**config.mk**
```make
export PLATFORM = sky130hd
export DESIGN_NAME = free_sector_valley_finder_core
export DESIGN_NICKNAME = d
export VERILOG_FILES = /design/src/rtl/core/fsvf_pkg.sv /design/src/rtl/core/free_sector_valley_finder_core.sv /design/src/rtl/core/fsvf_tracker.sv /design/src/rtl/core/fsvf_format.sv /design/src/rtl/core/fsvf_resq.sv
export SDC_FILE = /design/constraint.sdc
export NUM_CORES = 1
export LEC_CHECK = 0
export BUFFER_PORTS_ARGS = -buffer_cell sky130_fd_sc_hd__buf_2
export CORE_MARGIN = 3
export CORE_UTILIZATION = 67
export CTS_BUF_LIST = sky130_fd_sc_hd__clkbuf_16
export DETAILED_ROUTE_END_ITERATION = 10
export GPL_TIMING_DRIVEN = 0
export HOLD_SLACK_MARGIN = 0.1
export PLACE_DENSITY_LB_ADDON = 0.08
export SYNTH_ARGS = -nofsm -noshare
export SYNTH_HDL_FRONTEND = slang
export SYNTH_SLANG_ARGS = --single-unit
```
**constraint.sdc**
```tcl
create_clock -name clk -period 7.2 [get_ports clk]
set_input_delay 0.36 -clock clk [delete_from_list [all_inputs] [get_ports clk]]
set_output_delay 0.36 -clock clk [all_outputs]
set_load 0.02 [all_outputs]
```
**src/rtl/core/fsvf_pkg.sv**
```systemverilog
// Shared types and constants of the free sector valley finder.
// Used by every module under rtl/core; depends on nothing else.
`default_nettype none

package fsvf_pkg;

  // Field widths; sector indexes cover up to 256 sectors
  localparam int SEC_W      = 8;
  localparam int POS_W      = 8;
  localparam int VAL_W      = 16;
  localparam int NW_W       = 7;
  localparam int CFG_ADDR_W = 1;
  localparam int CFG_DATA_W = 16;

  // Configuration register indexes
  localparam logic [CFG_ADDR_W-1:0] REG_FREE_THRESHOLD = 1'b0;
  localparam logic [CFG_ADDR_W-1:0] REG_NARROW_WIDTH   = 1'b1;

  // Reset values of the configuration registers
  localparam logic [VAL_W-1:0] FREE_THRESHOLD_RST = 16'd512;
  localparam logic [NW_W-1:0]  NARROW_WIDTH_RST   = 7'd10;

  // Result queue geometry
  localparam int Q_DEPTH = 4;
  localparam int Q_PTR_W = 2;
  localparam int Q_CNT_W = 3;

  // One valley report request: run bounds, or an empty end marker
  typedef struct packed {
    logic [SEC_W-1:0] run_first;
    logic [SEC_W-1:0] run_last;
    logic             marker;
    logic             eos;
  } fsvf_req_t;

  // One formatted result
  typedef struct packed {
    logic [POS_W-1:0] left_pos;
    logic [POS_W-1:0] right_pos;
    logic             is_narrow;
    logic             has_direction;
    logic             end_of_scan;
  } fsvf_res_t;

endpackage

`default_nettype wire

```
**src/rtl/core/free_sector_valley_finder_core.sv**
```systemverilog
// Top level of the free sector valley finder: stream ports, configuration
// registers, run tracker, result formatter and result queue.
// Depends on fsvf_pkg, fsvf_tracker, fsvf_format and fsvf_resq.
`default_nettype none

// The block takes one histogram sector per transaction, sector 0 first, and
// reports every run of free sectors (value at or below free_threshold) as a
// valley, with runs wrapping from the last sector to sector 0. It accepts one
// sector per clock while in_tready is high. A sector is classified and the
// run state updated in the cycle it is taken; its requests are formatted the
// next cycle and enter a four-entry result queue that feeds out_*. The final
// sector of a scan can produce two results; the queue drains one per cycle
// while out_tready is high, and in_tready drops only while the queue plus the
// staged requests hold more than two results. The final sector always ends
// with a result marked by out_tlast, and the next sector starts a new scan.
// Configuration writes are meant for idle periods only.
module free_sector_valley_finder_core #(
  parameter int NUM_SECTORS = 90
) (
  input  wire logic                             clk,
  input  wire logic                             rst_n,
  // input stream
  input  wire logic                             in_tvalid,
  output logic                                  in_tready,
  input  wire logic [15:0]                      in_tdata,   // [15:0] sector_value
  // result stream
  output logic                                  out_tvalid,
  input  wire logic                             out_tready,
  output logic [15:0]                           out_tdata,  // [7:0] left_pos, [15:8] right_pos
  output logic [1:0]                            out_tuser,  // [0] is_narrow, [1] has_direction
  output logic                                  out_tlast,  // end_of_scan
  // configuration
  input  wire logic                             cfg_we,
  input  wire logic [fsvf_pkg::CFG_ADDR_W-1:0]  cfg_addr,
  input  wire logic [fsvf_pkg::CFG_DATA_W-1:0]  cfg_wdata
);
  import fsvf_pkg::*;

  logic [VAL_W-1:0]   free_threshold_r;
  logic [NW_W-1:0]    narrow_width_r;
  logic               in_accept;
  fsvf_req_t          req0, req1;
  logic [1:0]         req_cnt;
  fsvf_res_t          res0, res1, head;
  logic [Q_CNT_W-1:0] q_count;

  // Configuration registers
  always_ff @(posedge clk) begin
    if (!rst_n) begin
      free_threshold_r <= FREE_THRESHOLD_RST;
      narrow_width_r   <= NARROW_WIDTH_RST;
    end else if (cfg_we) begin
      case (cfg_addr)
        REG_FREE_THRESHOLD: free_threshold_r <= cfg_wdata[VAL_W-1:0];
        REG_NARROW_WIDTH:   narrow_width_r   <= cfg_wdata[NW_W-1:0];
        default: ;
      endcase
    end
  end

  // Room for two more results once staged requests are queued
  assign in_tready = (q_count + Q_CNT_W'(req_cnt)) <= Q_CNT_W'(Q_DEPTH - 2);
  assign in_accept = in_tvalid && in_tready;

  fsvf_tracker #(
    .NUM_SECTORS (NUM_SECTORS)
  ) u_tracker (
    .clk            (clk),
    .rst_n          (rst_n),
    .accept         (in_accept),
    .sector_value   (in_tdata[VAL_W-1:0]),
    .free_threshold (free_threshold_r),
    .req0           (req0),
    .req1           (req1),
    .req_cnt        (req_cnt)
  );

  fsvf_format #(
    .NUM_SECTORS (NUM_SECTORS)
  ) u_format0 (
    .req          (req0),
    .narrow_width (narrow_width_r),
    .res          (res0)
  );

  fsvf_format #(
    .NUM_SECTORS (NUM_SECTORS)
  ) u_format1 (
    .req          (req1),
    .narrow_width (narrow_width_r),
    .res          (res1)
  );

  fsvf_resq u_resq (
    .clk   (clk),
    .rst_n (rst_n),
    .push0 (req_cnt != 2'd0),
    .push1 (req_cnt == 2'd2),
    .data0 (res0),
    .data1 (res1),
    .pop   (out_tvalid && out_tready),
    .head  (head),
    .count (q_count)
  );

  // Result stream
  assign out_tvalid = q_count != '0;
  assign out_tdata  = {head.right_pos, head.left_pos};
  assign out_tuser  = {head.has_direction, head.is_narrow};
  assign out_tlast  = head.end_of_scan;

endmodule

`default_nettype wire

```
**src/rtl/core/fsvf_tracker.sv**
```systemverilog
// Run tracker: classifies each sector, follows free runs across the scan
// and registers up to two report requests per sector. Depends on fsvf_pkg.
`default_nettype none

module fsvf_tracker #(
  parameter int NUM_SECTORS = 90
) (
  input  wire logic                      clk,
  input  wire logic                      rst_n,
  input  wire logic                      accept,
  input  wire logic [fsvf_pkg::VAL_W-1:0] sector_value,
  input  wire logic [fsvf_pkg::VAL_W-1:0] free_threshold,
  output fsvf_pkg::fsvf_req_t            req0,
  output fsvf_pkg::fsvf_req_t            req1,
  output logic [1:0]                     req_cnt
);
  import fsvf_pkg::*;

  localparam logic [SEC_W-1:0] LAST_IDX = SEC_W'(NUM_SECTORS - 1);

  // Scan state
  logic [SEC_W-1:0] idx_r, idx_nxt;
  logic             open_r, open_nxt;
  logic [SEC_W-1:0] run_first_r, run_first_nxt;
  logic             frc_r, frc_nxt;
  logic [SEC_W-1:0] frl_r, frl_nxt;

  // Request stage
  fsvf_req_t  req0_r, req0_nxt, req1_r, req1_nxt;
  logic [1:0] cnt_r, cnt_nxt;

  logic             is_free, is_final;
  logic             open_now, close_rep, close_first;
  logic             open_a, frc_a, tail_valid;
  logic [SEC_W-1:0] first_a, frl_a, prev_idx;
  fsvf_req_t        close_req, tail_req;

  always_comb begin
    is_free  = sector_value <= free_threshold;
    is_final = idx_r >= LAST_IDX;
    prev_idx = idx_r - SEC_W'(1);

    // run open / close events at this sector
    open_now    = is_free && !open_r;
    close_rep   = !is_free && open_r && (run_first_r != '0);
    close_first = !is_free && open_r && (run_first_r == '0);

    open_a  = open_now || (open_r && is_free);
    first_a = open_now ? idx_r : run_first_r;
    if (open_now && is_final) first_a = LAST_IDX;
    frc_a   = frc_r || close_first;
    frl_a   = close_first ? prev_idx : frl_r;

    close_req.run_first = run_first_r;
    close_req.run_last  = prev_idx;
    close_req.marker    = 1'b0;
    close_req.eos       = 1'b0;

    // end of scan: open run (wrapping onto a held first run) or held run alone
    tail_valid         = open_a || frc_a;
    tail_req.run_first = open_a ? first_a : '0;
    tail_req.run_last  = (open_a && !frc_a) ? LAST_IDX : frl_a;
    tail_req.marker    = !tail_valid;
    tail_req.eos       = 1'b1;

    req0_nxt = close_req;
    req1_nxt = tail_req;
    cnt_nxt  = 2'd0;
    idx_nxt       = idx_r;
    open_nxt      = open_r;
    run_first_nxt = run_first_r;
    frc_nxt       = frc_r;
    frl_nxt       = frl_r;

    if (accept) begin
      if (is_final) begin
        if (close_rep) begin
          req0_nxt.eos = !tail_valid;
          cnt_nxt      = tail_valid ? 2'd2 : 2'd1;
        end else begin
          req0_nxt = tail_req;
          cnt_nxt  = 2'd1;
        end
        idx_nxt       = '0;
        open_nxt      = 1'b0;
        run_first_nxt = '0;
        frc_nxt       = 1'b0;
        frl_nxt       = '0;
      end else begin
        cnt_nxt       = {1'b0, close_rep};
        idx_nxt       = idx_r + SEC_W'(1);
        open_nxt      = open_a;
        run_first_nxt = first_a;
        frc_nxt       = frc_a;
        frl_nxt       = frl_a;
      end
    end
  end

  // Control state
  always_ff @(posedge clk) begin
    if (!rst_n) begin
      idx_r       <= '0;
      open_r      <= 1'b0;
      run_first_r <= '0;
      frc_r       <= 1'b0;
      frl_r       <= '0;
      cnt_r       <= 2'd0;
    end else begin
      idx_r       <= idx_nxt;
      open_r      <= open_nxt;
      run_first_r <= run_first_nxt;
      frc_r       <= frc_nxt;
      frl_r       <= frl_nxt;
      cnt_r       <= cnt_nxt;
    end
  end

  // Request payload
  always_ff @(posedge clk) begin
    req0_r <= req0_nxt;
    req1_r <= req1_nxt;
  end

  assign req0    = req0_r;
  assign req1    = req1_r;
  assign req_cnt = cnt_r;

endmodule

`default_nettype wire

```
**src/rtl/core/fsvf_format.sv**
```systemverilog
// Result formatter: turns a run request into edge positions or a midpoint
// in half-sector units. Depends on fsvf_pkg.
`default_nettype none

module fsvf_format #(
  parameter int NUM_SECTORS = 90
) (
  input  wire fsvf_pkg::fsvf_req_t       req,
  input  wire logic [fsvf_pkg::NW_W-1:0] narrow_width,
  output fsvf_pkg::fsvf_res_t            res
);
  import fsvf_pkg::*;

  localparam int          TW   = SEC_W + 2;
  localparam logic [TW-1:0] N_X1 = TW'(NUM_SECTORS);
  localparam logic [TW-1:0] N_X2 = TW'(2 * NUM_SECTORS);

  logic [TW-1:0] first_w, last_w, span, mid_raw, mid;
  logic          narrow;

  always_comb begin
    first_w = TW'(req.run_first);
    last_w  = TW'(req.run_last);

    // span modulo the sector count
    if (last_w >= first_w) span = last_w - first_w;
    else                   span = last_w + N_X1 - first_w;

    narrow  = span < TW'(narrow_width);
    mid_raw = (first_w << 1) + span;
    mid     = (mid_raw > N_X2) ? mid_raw - N_X2 : mid_raw;

    if (req.marker) begin
      res.left_pos      = '0;
      res.right_pos     = '0;
      res.is_narrow     = 1'b0;
      res.has_direction = 1'b0;
    end else if (narrow) begin
      res.left_pos      = mid[POS_W-1:0];
      res.right_pos     = mid[POS_W-1:0];
      res.is_narrow     = 1'b1;
      res.has_direction = 1'b1;
    end else begin
      res.left_pos      = {req.run_first[POS_W-2:0], 1'b0};
      res.right_pos     = {req.run_last[POS_W-2:0], 1'b0};
      res.is_narrow     = 1'b0;
      res.has_direction = 1'b1;
    end
    res.end_of_scan = req.eos;
  end

endmodule

`default_nettype wire

```
**src/rtl/core/fsvf_resq.sv**
```systemverilog
// Result queue: four entries, takes up to two results per cycle and hands
// out one per transaction. Depends on fsvf_pkg.
`default_nettype none

module fsvf_resq (
  input  wire logic                         clk,
  input  wire logic                         rst_n,
  input  wire logic                         push0,
  input  wire logic                         push1,
  input  wire fsvf_pkg::fsvf_res_t          data0,
  input  wire fsvf_pkg::fsvf_res_t          data1,
  input  wire logic                         pop,
  output fsvf_pkg::fsvf_res_t               head,
  output logic [fsvf_pkg::Q_CNT_W-1:0]      count
);
  import fsvf_pkg::*;

  fsvf_res_t            entry_r [Q_DEPTH];
  logic [Q_PTR_W-1:0]   wptr_r, wptr_nxt, rptr_r, rptr_nxt;
  logic [Q_CNT_W-1:0]   cnt_r, cnt_nxt;
  logic [Q_CNT_W-1:0]   push_n;

  // Pointer and fill bookkeeping
  always_comb begin
    push_n   = Q_CNT_W'(push0) + Q_CNT_W'(push1);
    wptr_nxt = wptr_r + push_n[Q_PTR_W-1:0];
    rptr_nxt = rptr_r + Q_PTR_W'(pop);
    cnt_nxt  = cnt_r + push_n - Q_CNT_W'(pop);
  end

  always_ff @(posedge clk) begin
    if (!rst_n) begin
      wptr_r <= '0;
      rptr_r <= '0;
      cnt_r  <= '0;
    end else begin
      wptr_r <= wptr_nxt;
      rptr_r <= rptr_nxt;
      cnt_r  <= cnt_nxt;
    end
  end

  // Entry writes
  always_ff @(posedge clk) begin
    if (push0) entry_r[wptr_r] <= data0;
    if (push1) entry_r[wptr_r + Q_PTR_W'(1)] <= data1;
  end

  assign head  = entry_r[rptr_r];
  assign count = cnt_r;

endmodule

`default_nettype wire
```
==> results of run 1 <==
synth_stat cells (all sizes together) (17+ instances only):
cell | number | area, um^2
a21o | 17 | 127.6
a211oi | 21 | 167.7
clkbuf | 43 | 161.4
o32ai | 17 | 156.4
ha | 92 | 1151
nor3 | 18 | 95.09
xnor2 | 33 | 289.0
mux4 | 18 | 405.4
and2 | 19 | 118.9
a21boi | 25 | 187.7
nor2 | 85 | 336.6
edfxtp | 68 | 2042
inv | 64 | 240.2
o22ai | 49 | 306.5
dfxtp | 97 | 1942
or3 | 18 | 112.6
xor2 | 26 | 227.7
nand2 | 115 | 431.7
o21ai | 53 | 265.3
nor2b | 19 | 118.9
a21oi | 55 | 286.5
nand3 | 25 | 130.1
logic make-up after synthesis:
logic type / after synthesis
xor gates and xnor gates: 59
adders and majority gates: 100
AOI/OAI and AO/OA: 329
and+or+nand+nor: 362
DFF: 165
buffers and inverters: 115
muxes: 37
routing by layer:
layer / vias up / wire [um] / track usage (%)
li1: 4483 / - / -
met1: 4509 / 11780 / 42.26
met2: 539 / 14020 / 55.59
met3: 112 / 2580 / 5.926
met4: 0 / 1378 / 15.10
met5: - / 0 / 0
tightest hold or removal path, stage by stage:
cell and delay, ps:
sky130_fd_sc_hd__buf_2 80, sky130_fd_sc_hd__nand2_1 40, sky130_fd_sc_hd__o211ai_1 80
sequential cells by signal, summed over array words and instances (netlist names):
register,count
u_resq.entry_r,72
u_tracker.req0,18
u_tracker.req1,17
free_threshold_r,16
u_tracker.frl_r,8
u_tracker.idx_r,8
u_tracker.run_first_r,8
narrow_width_r,7
u_resq.count,3
u_resq.rptr_r,2
u_resq.wptr_r,2
u_tracker.req_cnt,2
u_tracker.frc_r,1
u_tracker.open_r,1
area by class of cell:
type	count	share of cell area, %
tap	216	2.216
multi-input combinational	887	54.15
sequential	165	32.66
buffer	51	1.672
clock inverter	15	1.036
timing repair buffer	61	2.801
clock buffer	17	3.488
inverter	64	1.970
power breakdown:
part           internal (mW)  switching [mW]  leakage (nW)
clock                  0.476           0.385         0.266
combinational          0.972            1.53          3.03
sequential              1.01          0.0714          1.53
total                   2.46            1.99          4.83
per-stage QoR:
step	area (um^2)	util, %
finish	12200	76.23
global route	12200	76.23
CTS	12190	76.20
detailed placement	11640	72.75
global placement	11570	72.32
floorplan	11020	-
worst paths after layout:
check / to / slack, ps / cells after the start
hold reg to reg: free_threshold_r[7] / 470 / 2
setup / recovery: u_resq.entry_r[1][14] / 1180 / 18
hold / removal: free_threshold_r[9] / 160 / 3
setup reg to reg: u_resq.entry_r[1][14] / 1180 / 18
==> impl_results.md, run 1 <==
* Sinks on the clock net at 165
* Worst vdd rail ir drop at 0.0002448 V
* Highest-count cells in the layout ignoring fill and taps: 115 x sky130_fd_sc_hd__nand2_1, 97 x sky130_fd_sc_hd__dfxtp_1, 92 x sky130_fd_sc_hd__ha_1, 78 x sky130_fd_sc_hd__nor2_1, 68 x sky130_fd_sc_hd__edfxtp_1
* Critical Path Sink Type: register
* Antenna-violating nets left at 0
* Slew headroom at 32.00%
* Pin count of the biggest net entering global routing at 18
* Complex-gate fraction of the synthesized area at 21.30%
* Setup TNS at 0 ps
* Netlist area before placement at 11020 um^2
* Total clock buffers created by CTS at 17
* Fin. max-slew vios at 0
* Fraction of synthesized cell area in xor and xnor cells at 4.689%
* Largest delay share family, worst path: simple AND/OR/NAND/NOR gates
* H-Tree Level Count at 4
* Die footprint at 18020 um^2
* Synthesis-stage register bit count at 165
* Worst-case hold slack at 158.4 ps
* Library cell used as clock root buffer: sky130_fd_sc_hd__clkbuf_16
* Synth cell types at 94
* Number of core rows at 46
* HPWL after DPL at 21840 um
* Max stage delay cell, worst path: sky130_fd_sc_hd__dfxtp_1
* HP Start: cfg_wdata[9]
* Worst slack, placed at 1366 ps
* Period minus WS final at 6017 ps
* Wire length of the first global-routing pass at 47220 um
* Result of the run: completed
* Number of standard cells in the final layout excluding fillers at 1476
* Min setup slack post-route at 1183 ps
* Clock-pin slew on the worst setup and hold paths at 70 ps
* Final hold violation count at 0
* Die span in x at 134.3 um
* 1st-pass router iterations at 6
* Mux cell area share after synthesis at 5.438%
* Clk_lat worst skew at 430 ps
* Vias after detailed routing at 9643
* Final weighted congestion of routability-driven global placement at 0.9890
* Violation count after the first detailed-route iteration at 1185
* Tot Pwr at 4.452 mW
* Setup violation total in the final timing report at 0
* Combined area of the multi-input logic cells at 6605 um^2
* Path type of the worst min-delay path: primary input to register
* Initial core utilization at 68.88%
* Resize count post-CTS at 0
* Sequential element share of the synthesized area at 36.15%
* Number of vias per cell after detailed routing at 6.533
* CTS tree: done
* Proportion of layout cells with a drive suffix above 1 at 12.86%
* Fill cells at 1171
* Simple-gate portion of the synthesized area at 16.50%
* Max Clock Freq at 166.2 MHz
* Share of flip-flops with an asynchronous set or reset at 0%
* Pwr/cell area at 365.0 nW/um^2
* Core area at 16000 um^2
* Origin of the critical flop-to-flop path: u_tracker.req0[3]
* Maximum buffer depth of the clock tree at 2
* Main flop type after synthesis: sky130_fd_sc_hd__dfxtp_1
* Hold_buf cts at 0
* Adder-cell area share of the yosys netlist at 11.90%
* CP Data Arrival Time at 6160 ps
* Post-synthesis to final-layout area growth at 10.67%
* Number of antenna violations at the first check in global routing at 0
* Setup repair after global routing missed its margin: no
* Register Area at 3984 um^2
* Category of the critical setup timing path: register to register
* Worst setup skew after layout at 13.61 ps
* Required time at the endpoint of the critical path at 7340 ps
* Buf/Inv on CP at 1
* Wire per inst at 20.16 um
* IO buf count at 56
* Highest fanout seen on the critical path at 7
* Net count of the finished layout at 1385
* Number of antenna cells inserted at 0
* Share of the clock period used by the worst path at 83.57%
* Vias in the first global route at 9308
* Synthesized area per cell at 9.444 um^2
* Post-CTS setup buffer count at 0
* Slew at the pin closest to its max-slew limit at 1020 ps
* Worst path cell trace: inv_1 -> ha_1 -> or2_1 -> a21oi_1 -> o211ai_1 -> and2_1 -> or3_1 -> o21ai_0 -> ha_1 -> a211oi_1 -> nor2_1 -> xnor2_1 -> or4_1 -> a31oi_2 -> nand3_1 -> mux2i_1 -> mux2i_1 -> o22ai_1
* Most common library cell in the layout ignoring fill and taps: sky130_fd_sc_hd__nand2_1
* Count of unresolved DRC violations after routing at 0
* Number of enable flip-flop cells after synthesis at 68
* Category of the worst setup path launch point: register
* Main combinational cell family by area after synthesis: compound AO/OA/AOI/OAI gates
* CP startpoint: u_tracker.req0[3]
* WL final at 29760 um
* Overall Global Routing Usage at 33.26%
* I/O pin count at 59
* Max-cap check violation count at 0
* Standby leakage power at 4.833 nW
* Mapped Nets at 1305
* CP peak stage delay at 550 ps
* Sum of overflow across all layers after global routing at 0
* Yosys synthesis warning count at 0
* Count of placed standard cells including taps at 1443
* Gate count of the mapped netlist at 1167
* Die height at 134.3 um
Power figures use the tool's default switching activity.
==> run 2: changes to the inputs <==
Settings changed: CORE_UTILIZATION 67 to 56.
Clock period 7.2 ns to 5.5 ns, I/O delays scaled along.
==> run 2 against run 1 <==
Compared with the run above:
- final cell count rose by 3.7%
- sequential power rose by 31%
- highest routed layer unchanged
- sequential cell count did not move
- routed wire length fell by 4.8%
- global-route usage fell by 6.5 points
- clock skew rose by 3.4 ps
- non-clock buffer count rose by 11
- fmax rose by 15%
- power rose by 34%
- count of clock-buffer cells in the layout did not move
==> impl_results.md, run 2 (synthesized netlist as in run 1, its figures left out) <==
* Proportion of layout cells with a drive suffix above 1 at 14.40% (was 12.86%)
* Sinks on the clock net at 165 (unchanged)
* Standby leakage power at 4.937 nW (was 4.833 nW)
* Core area at 19020 um^2 (was 16000 um^2)
* Capture point of the worst path: u_resq.entry_r[3][9] (was u_resq.entry_r[1][14])
* Result of the run: completed (unchanged)
* Total clock buffers created by CTS at 17 (unchanged)
* Antenna-violating nets left at 0 (unchanged)
* Worst vdd rail ir drop at 0.0002855 V (was 0.0002448 V)
* Register Area at 3991 um^2 (was 3984 um^2)
* Number of vias per cell after detailed routing at 6.031 (was 6.533)
* Origin of the critical flop-to-flop path: u_tracker.req0[12] (was u_tracker.req0[3])
* Slew at the pin closest to its max-slew limit at 1289 ps (was 1020 ps)
* CP Data Arrival Time at 5380 ps (was 6160 ps)
* Violation count after the first detailed-route iteration at 785 (was 1185)
* Count of unresolved DRC violations after routing at 0 (unchanged)
* Setup violation total in the final timing report at 0 (unchanged)
* Worst reg2reg setup slack at 260 ps (was 1180 ps)
* CP startpoint: u_tracker.req0[12] (was u_tracker.req0[3])
* Period minus WS final at 5238 ps (was 6017 ps)
* Post-synthesis to final-layout area growth at 13.75% (was 10.67%)
* Worst-case hold slack at 106.7 ps (was 158.4 ps)
* Highest fanout seen on the critical path at 10 (was 7)
* Highest-count cells in the layout ignoring fill and taps: 115 x sky130_fd_sc_hd__nand2_1, 95 x sky130_fd_sc_hd__dfxtp_1, 92 x sky130_fd_sc_hd__ha_1, 78 x sky130_fd_sc_hd__nor2_1, 68 x sky130_fd_sc_hd__edfxtp_1 (was 115 x sky130_fd_sc_hd__nand2_1, 97 x sky130_fd_sc_hd__dfxtp_1, 92 x sky130_fd_sc_hd__ha_1, 78 x sky130_fd_sc_hd__nor2_1, 68 x sky130_fd_sc_hd__edfxtp_1)
* H-Tree Level Count at 4 (unchanged)
* Most common library cell in the layout ignoring fill and taps: sky130_fd_sc_hd__nand2_1 (unchanged)
* Vias in the first global route at 8993 (was 9308)
* Clk_lat worst skew at 440 ps (was 430 ps)
* End of the worst register-to-register path: u_resq.entry_r[3][9] (was u_resq.entry_r[1][14])
* IO buf count at 56 (unchanged)
* Die height at 146.3 um (was 134.3 um)
* WL final at 28320 um (was 29760 um)
* Worst-case reg-to-reg path depth at 18 (unchanged)
* Category of the worst setup path launch point: register (unchanged)
* Wire length of the first global-routing pass at 46140 um (was 47220 um)
* Max Clock Freq at 190.9 MHz (was 166.2 MHz)
* Max-cap check violation count at 0 (unchanged)
* Largest register by flop count: u_resq.entry_r (unchanged)
* Die span in x at 146.3 um (was 134.3 um)
* Wire per inst at 18.50 um (was 20.16 um)
* Initial core utilization at 57.95% (was 68.88%)
* Final weighted congestion of routability-driven global placement at 0.9507 (was 0.9890)
* Share of the core filled with cells at 65.91% (was 76.23%)
* Largest register FFs at 72 (unchanged)
* Overall Global Routing Usage at 26.77% (was 33.26%)
* Sum of overflow across all layers after global routing at 0 (unchanged)
* Path type of the worst min-delay path: primary input to register (unchanged)
* Combined area of the multi-input logic cells at 6725 um^2 (was 6605 um^2)
* Net count of the finished layout at 1396 (was 1385)
* Required time at the endpoint of the critical path at 5640 ps (was 7340 ps)
* Fin. max-slew vios at 0 (unchanged)
* Number of antenna cells inserted at 0 (unchanged)
* 1st-pass router iterations at 5 (was 6)
* Min setup slack post-route at 262.4 ps (was 1183 ps)
* Worst setup skew after layout at 17.03 ps (was 13.61 ps)
* CTS tree: done (unchanged)
* I/O pin count at 59 (unchanged)
* HPWL after DPL at 21800 um (was 21840 um)
* Share of the clock period used by the worst path at 95.23% (was 83.57%)
* Fill cells at 1587 (was 1171)
* Library cell used as clock root buffer: sky130_fd_sc_hd__clkbuf_16 (unchanged)
* Vias after detailed routing at 9234 (was 9643)
* Critical Path Sink Type: register (unchanged)
* Worst slack, placed at -334.9 ps (was 1366 ps)
* Clock-pin slew on the worst setup and hold paths at 70 ps (about the same)
* Final hold violation count at 0 (unchanged)
* Maximum buffer depth of the clock tree at 2 (unchanged)
* Category of the critical setup timing path: register to register (unchanged)
* Pin count of the biggest net entering global routing at 18 (unchanged)
* Pwr/cell area at 476.5 nW/um^2 (was 365.0 nW/um^2)
* Slew headroom at 12.86% (was 32.00%)
* Die footprint at 21400 um^2 (was 18020 um^2)
* Number of core rows at 50 (was 46)
* Number of antenna violations at the first check in global routing at 0 (unchanged)
[run 2: critical path, stage by stage (launching register included)]
cell and delay [ps]:
sky130_fd_sc_hd__dfxtp_1 430, sky130_fd_sc_hd__inv_1 120, sky130_fd_sc_hd__ha_1 360, sky130_fd_sc_hd__o21ai_1 240
sky130_fd_sc_hd__a21oi_4 70, sky130_fd_sc_hd__o211ai_1 350, sky130_fd_sc_hd__nand2_1 320, sky130_fd_sc_hd__nor2_1 210
sky130_fd_sc_hd__a21oi_1 110, sky130_fd_sc_hd__fa_1 510, sky130_fd_sc_hd__a211oi_2 270, sky130_fd_sc_hd__nor2_1 120
sky130_fd_sc_hd__xnor2_1 190, sky130_fd_sc_hd__or4_1 580, sky130_fd_sc_hd__a31oi_4 240, sky130_fd_sc_hd__nand3_2 170
sky130_fd_sc_hd__mux2_2 350, sky130_fd_sc_hd__nor2_4 180, sky130_fd_sc_hd__o32ai_1 130
[run 2: final cells by class]
type                            instances  share of cell area, %
Clock inverter                         15                  1.347
Timing Repair Buffer                   72                  3.633
Sequential cell                       165                  31.84
Inverter                               64                  1.916
Clock buffer                           17                  3.394
Tap cell                              260                  2.595
Multi-Input combinational cell        887                  53.65
Buffer                                 51                  1.627
[run 2: what timing repair did]
item	in CTS	in global routing
setup buffers	1	1
pin swaps	0	1
hold buffers	10	0
resized for setup	8	21
endpoints found under the hold margin	10	0
setup endpoints to repair	40	48
[run 2: worst min path at each step]
stage                     depth (start not counted)                   to                start  slack [ps]
after global placement                            2  free_threshold_r[8]  free_threshold_r[8]         450
after floorplan                                   2  free_threshold_r[9]         cfg_wdata[9]         410
after global routing                              3    narrow_width_r[3]         cfg_wdata[3]         110
final                                             3    narrow_width_r[3]         cfg_wdata[3]         110
after CTS                                         3  free_threshold_r[3]         cfg_wdata[3]         100
after detailed placement                          2  free_threshold_r[7]  free_threshold_r[7]         460
[run 2: through the flow]
stage	std cells	instance area, um^2	setup TNS [ps]	total power [mW]
floorplan	1167	11020	0	3.909
global placement	1483	11630	-3969	4.566
detailed placement	1487	11700	-4534	4.616
CTS	1530	12430	0	5.840
global route	1531	12540	-1.627	6.368
finish	1531	12540	0	5.973
[run 2: metal layers]
| metal | global-route usage, % | share of wire [%] | vias up |
|---|---|---|---|
| li1 | - | - | 4508 |
| met4 | 7.761 | 2.2 | 0 |
| met2 | 45.27 | 48 | 309 |
| met5 | 0 | 0 | - |
| met3 | 4.097 | 5.7 | 50 |
| met1 | 35.79 | 44 | 4367 |
[run 2: power by group]
part	internal (mW)	switching, mW	total (mW)
sequential	1.33	0.0966	1.42
combinational	1.35	2.02	3.37
clock	0.644	0.540	1.18
==> run 3: changes to the inputs <==
Settings changed: CORE_ASPECT_RATIO set to 0.5, REMOVE_ABC_BUFFERS set to 1.
==> run 3 against run 2 <==
Compared with the run above:
- global-route usage rose by 0.68 points
- core utilization fell by 0.37 points
- hold slack improved by 3.8 ps
- die area rose by 0.47%
- largest power group unchanged
- non-clock buffer count fell by 47
- worst setup slack got worse by 13 ps
- fmax fell by 0.24%
- sequential share of layout area rose by 0.54 points
- critical endpoint is now u_resq.entry_r[3][13]
- routed wire length rose by 3.2%
==> impl_results.md, run 3 (synthesized netlist as in run 1, its figures left out) <==
* Period minus WS final at 5250 ps (was 5238 ps)
* CP Data Arrival Time at 5400 ps (was 5380 ps)
* Highest-count cells in the layout ignoring fill and taps: 114 x sky130_fd_sc_hd__nand2_1, 92 x sky130_fd_sc_hd__ha_1, 91 x sky130_fd_sc_hd__dfxtp_1, 78 x sky130_fd_sc_hd__nor2_1, 68 x sky130_fd_sc_hd__edfxtp_1 (was 115 x sky130_fd_sc_hd__nand2_1, 95 x sky130_fd_sc_hd__dfxtp_1, 92 x sky130_fd_sc_hd__ha_1, 78 x sky130_fd_sc_hd__nor2_1, 68 x sky130_fd_sc_hd__edfxtp_1)
* Antenna-violating nets left at 0 (unchanged)
* Overall Global Routing Usage at 27.45% (was 26.77%)
* Clock-pin slew on the worst setup and hold paths at 70 ps (about the same)
* Worst setup skew after layout at 9.865 ps (was 17.03 ps)
* 1st-pass router iterations at 5 (unchanged)
* Proportion of layout cells with a drive suffix above 1 at 15.44% (was 14.40%)
* CTS tree: done (unchanged)
* Number of core rows at 35 (was 50)
* Sinks on the clock net at 165 (unchanged)
* Category of the worst setup path launch point: register (unchanged)
* Register Area at 3996 um^2 (was 3991 um^2)
* Fin. max-slew vios at 0 (unchanged)
* HPWL after DPL at 22100 um (was 21800 um)
* Vias in the first global route at 8684 (was 8993)
* Worst path cell trace: ha_1 -> or3_1 -> xor2_1 -> ha_1 -> and2_1 -> a22o_1 -> a211oi_1 -> xnor2_1 -> o21ai_0 -> ha_1 -> and3_1 -> a221oi_1 -> nand4_1 -> o41ai_2 -> o32ai_2 -> nor2_2 -> xnor2_1 -> a21oi_2 -> o22ai_1 (was inv_1 -> ha_1 -> o21ai_1 -> a21oi_4 -> o211ai_1 -> nand2_1 -> nor2_1 -> a21oi_1 -> fa_1 -> a211oi_2 -> nor2_1 -> xnor2_1 -> or4_1 -> a31oi_4 -> nand3_2 -> mux2_2 -> nor2_4 -> o32ai_1)
* Tot Pwr at 5.953 mW (was 5.973 mW)
* Buf/Inv on CP at 0 (was 1)
* Library cell used as clock root buffer: sky130_fd_sc_hd__clkbuf_16 (unchanged)
* Setup violation total in the final timing report at 0 (unchanged)
* Number of vias per cell after detailed routing at 6.237 (was 6.031)
* Number of antenna cells inserted at 0 (unchanged)
* Pin count of the biggest net entering global routing at 48 (was 18)
* Share of the core filled with cells at 65.55% (was 65.91%)
* Number of standard cells in the final layout excluding fillers at 1483 (was 1531)
* Standby leakage power at 4.866 nW (was 4.937 nW)
* Final weighted congestion of routability-driven global placement at 0.9245 (was 0.9507)
* Wire length of the first global-routing pass at 46150 um (was 46140 um)
* Net count of the finished layout at 1349 (was 1396)
* H-Tree Level Count at 4 (unchanged)
* Required time at the endpoint of the critical path at 5650 ps (was 5640 ps)
* Initial core utilization at 58.52% (was 57.95%)
* Pwr/cell area at 482.3 nW/um^2 (was 476.5 nW/um^2)
* Count of unresolved DRC violations after routing at 0 (unchanged)
* Die height at 105.2 um (was 146.3 um)
* Count of placed standard cells including taps at 1438 (was 1487)
* Core area at 18830 um^2 (was 19020 um^2)
* Largest register by flop count: u_resq.entry_r (unchanged)
* Combined area of the multi-input logic cells at 6731 um^2 (was 6725 um^2)
* Die span in x at 204.4 um (was 146.3 um)
* Violation count after the first detailed-route iteration at 988 (was 785)
* Highest fanout seen on the critical path at 6 (was 10)
* Critical Path Sink Type: register (unchanged)
* Most common library cell in the layout ignoring fill and taps: sky130_fd_sc_hd__nand2_1 (unchanged)
* Maximum buffer depth of the clock tree at 2 (unchanged)
* Fill cells at 1517 (was 1587)
* Number of antenna violations at the first check in global routing at 0 (unchanged)
* IO buf count at 58 (was 56)
* Max Clock Freq at 190.5 MHz (was 190.9 MHz)
* Setup TNS at 0 ps (unchanged)
* Path type of the worst min-delay path: primary input to register (unchanged)
* Max-cap check violation count at 0 (unchanged)
* Largest delay share family, worst path: compound AO/OA/AOI/OAI gates (was simple AND/OR/NAND/NOR gates)
* CP peak stage delay at 540 ps (was 580 ps)
* Result of the run: completed (unchanged)
* Die footprint at 21500 um^2 (was 21400 um^2)
* Worst vdd rail ir drop at 0.0002624 V (was 0.0002855 V)
* Wire per inst at 19.70 um (was 18.50 um)
* Share of the clock period used by the worst path at 95.46% (was 95.23%)
* WL final at 29220 um (was 28320 um)
* Largest register FFs at 72 (unchanged)
* Total clock buffers created by CTS at 17 (unchanged)
* Slew headroom at 13.39% (was 12.86%)
* Clk_lat worst skew at 440 ps (about the same)
* Slew at the pin closest to its max-slew limit at 1299 ps (was 1289 ps)
* Post-synthesis to final-layout area growth at 12.00% (was 13.75%)
* Category of the critical setup timing path: register to register (unchanged)
* Final hold violation count at 0 (unchanged)
* Sum of overflow across all layers after global routing at 0 (unchanged)
* Max stage delay cell, worst path: sky130_fd_sc_hd__a221oi_1 (was sky130_fd_sc_hd__or4_1)
* I/O pin count at 59 (unchanged)
* Vias after detailed routing at 9250 (was 9234)
* Most used cell, CP: sky130_fd_sc_hd__ha_1 (was sky130_fd_sc_hd__nor2_1)
run 3: cell count changes in the layout (fill, tap and decap cells not counted), moves of 3 or more:
cell,change
sky130_fd_sc_hd__clkbuf_1,-43
sky130_fd_sc_hd__dfxtp_1,-4
sky130_fd_sc_hd__dfxtp_2,+4
sky130_fd_sc_hd__o21ai_1,-4
sky130_fd_sc_hd__o21ai_2,+3
run 3: per-layer routing:
| layer | GRT usage (%) | routed length [um] | vias up |
|---|---|---|---|
| met3 | 5.540 | 2371 | 39 |
| met1 | 39.17 | 13490 | 4405 |
| met2 | 42.76 | 12960 | 401 |
| met4 | 7.111 | 403 | 0 |
| met5 | 0 | 0 | - |
| li1 | - | - | 4405 |
run 3: power by group:
group / switching [mW] / internal, mW / leakage (nW)
combinational: 1.99 / 1.32 / 3.05
clock: 0.529 / 0.634 / 0.275
sequential: 0.149 / 1.33 / 1.54
run 3: stage by stage:
step	worst slack, ps	hold WS [ps]	cell area, um^2
after global placement	-109.3	455.1	11430
after floorplan	670.1	346.8	10820
after global routing	-5.710	113.1	12340
after CTS	34.33	104.2	12230
after detailed placement	-237.5	464.8	11510
final	249.9	110.5	12340
run 3: area by class of cell:
class	count	share of cell area, %
Multi-Input combinational cell	887	54.54
Sequential cell	165	32.38
Timing Repair Buffer	76	3.872
Clock buffer	17	3.447
Tap cell	259	2.625
Inverter	64	1.946
Clock inverter	15	1.196
run 3: timing repair:
| action | in CTS | in global routing |
|---|---|---|
| endpoints found under the hold margin | 12 | 0 |
| pin swaps | 0 | 2 |
| hold buffers | 12 | 0 |
| gates resized for setup | 10 | 25 |
| endpoints found under the setup margin | 46 | 48 |
| setup buffers | 0 | 1 |
run 3: worst reg2reg max path, stage by stage, from the launching register on:
cell,delay (ps)
sky130_fd_sc_hd__dfxtp_1,400
sky130_fd_sc_hd__ha_1,250
sky130_fd_sc_hd__or3_1,360
sky130_fd_sc_hd__xor2_1,160
sky130_fd_sc_hd__ha_1,340
sky130_fd_sc_hd__and2_1,180
sky130_fd_sc_hd__a22o_1,210
sky130_fd_sc_hd__a211oi_1,250
sky130_fd_sc_hd__xnor2_1,90
sky130_fd_sc_hd__o21ai_0,270
sky130_fd_sc_hd__ha_1,350
sky130_fd_sc_hd__and3_1,220
sky130_fd_sc_hd__a221oi_1,540
sky130_fd_sc_hd__nand4_1,190
sky130_fd_sc_hd__o41ai_2,120
sky130_fd_sc_hd__o32ai_2,170
sky130_fd_sc_hd__nor2_2,250
sky130_fd_sc_hd__xnor2_1,160
sky130_fd_sc_hd__a21oi_2,310
sky130_fd_sc_hd__o22ai_1,150
run 3: path summary, 6_finish.rpt:
check                      start  slack, ps  cells after the start                    end
min                 cfg_wdata[2]        110                      3    free_threshold_r[2]
max            u_tracker.req1[4]        250                     19  u_resq.entry_r[3][13]
min reg2reg  free_threshold_r[1]        470                      2    free_threshold_r[1]
max reg2reg    u_tracker.req1[4]        250                     19  u_resq.entry_r[3][13]
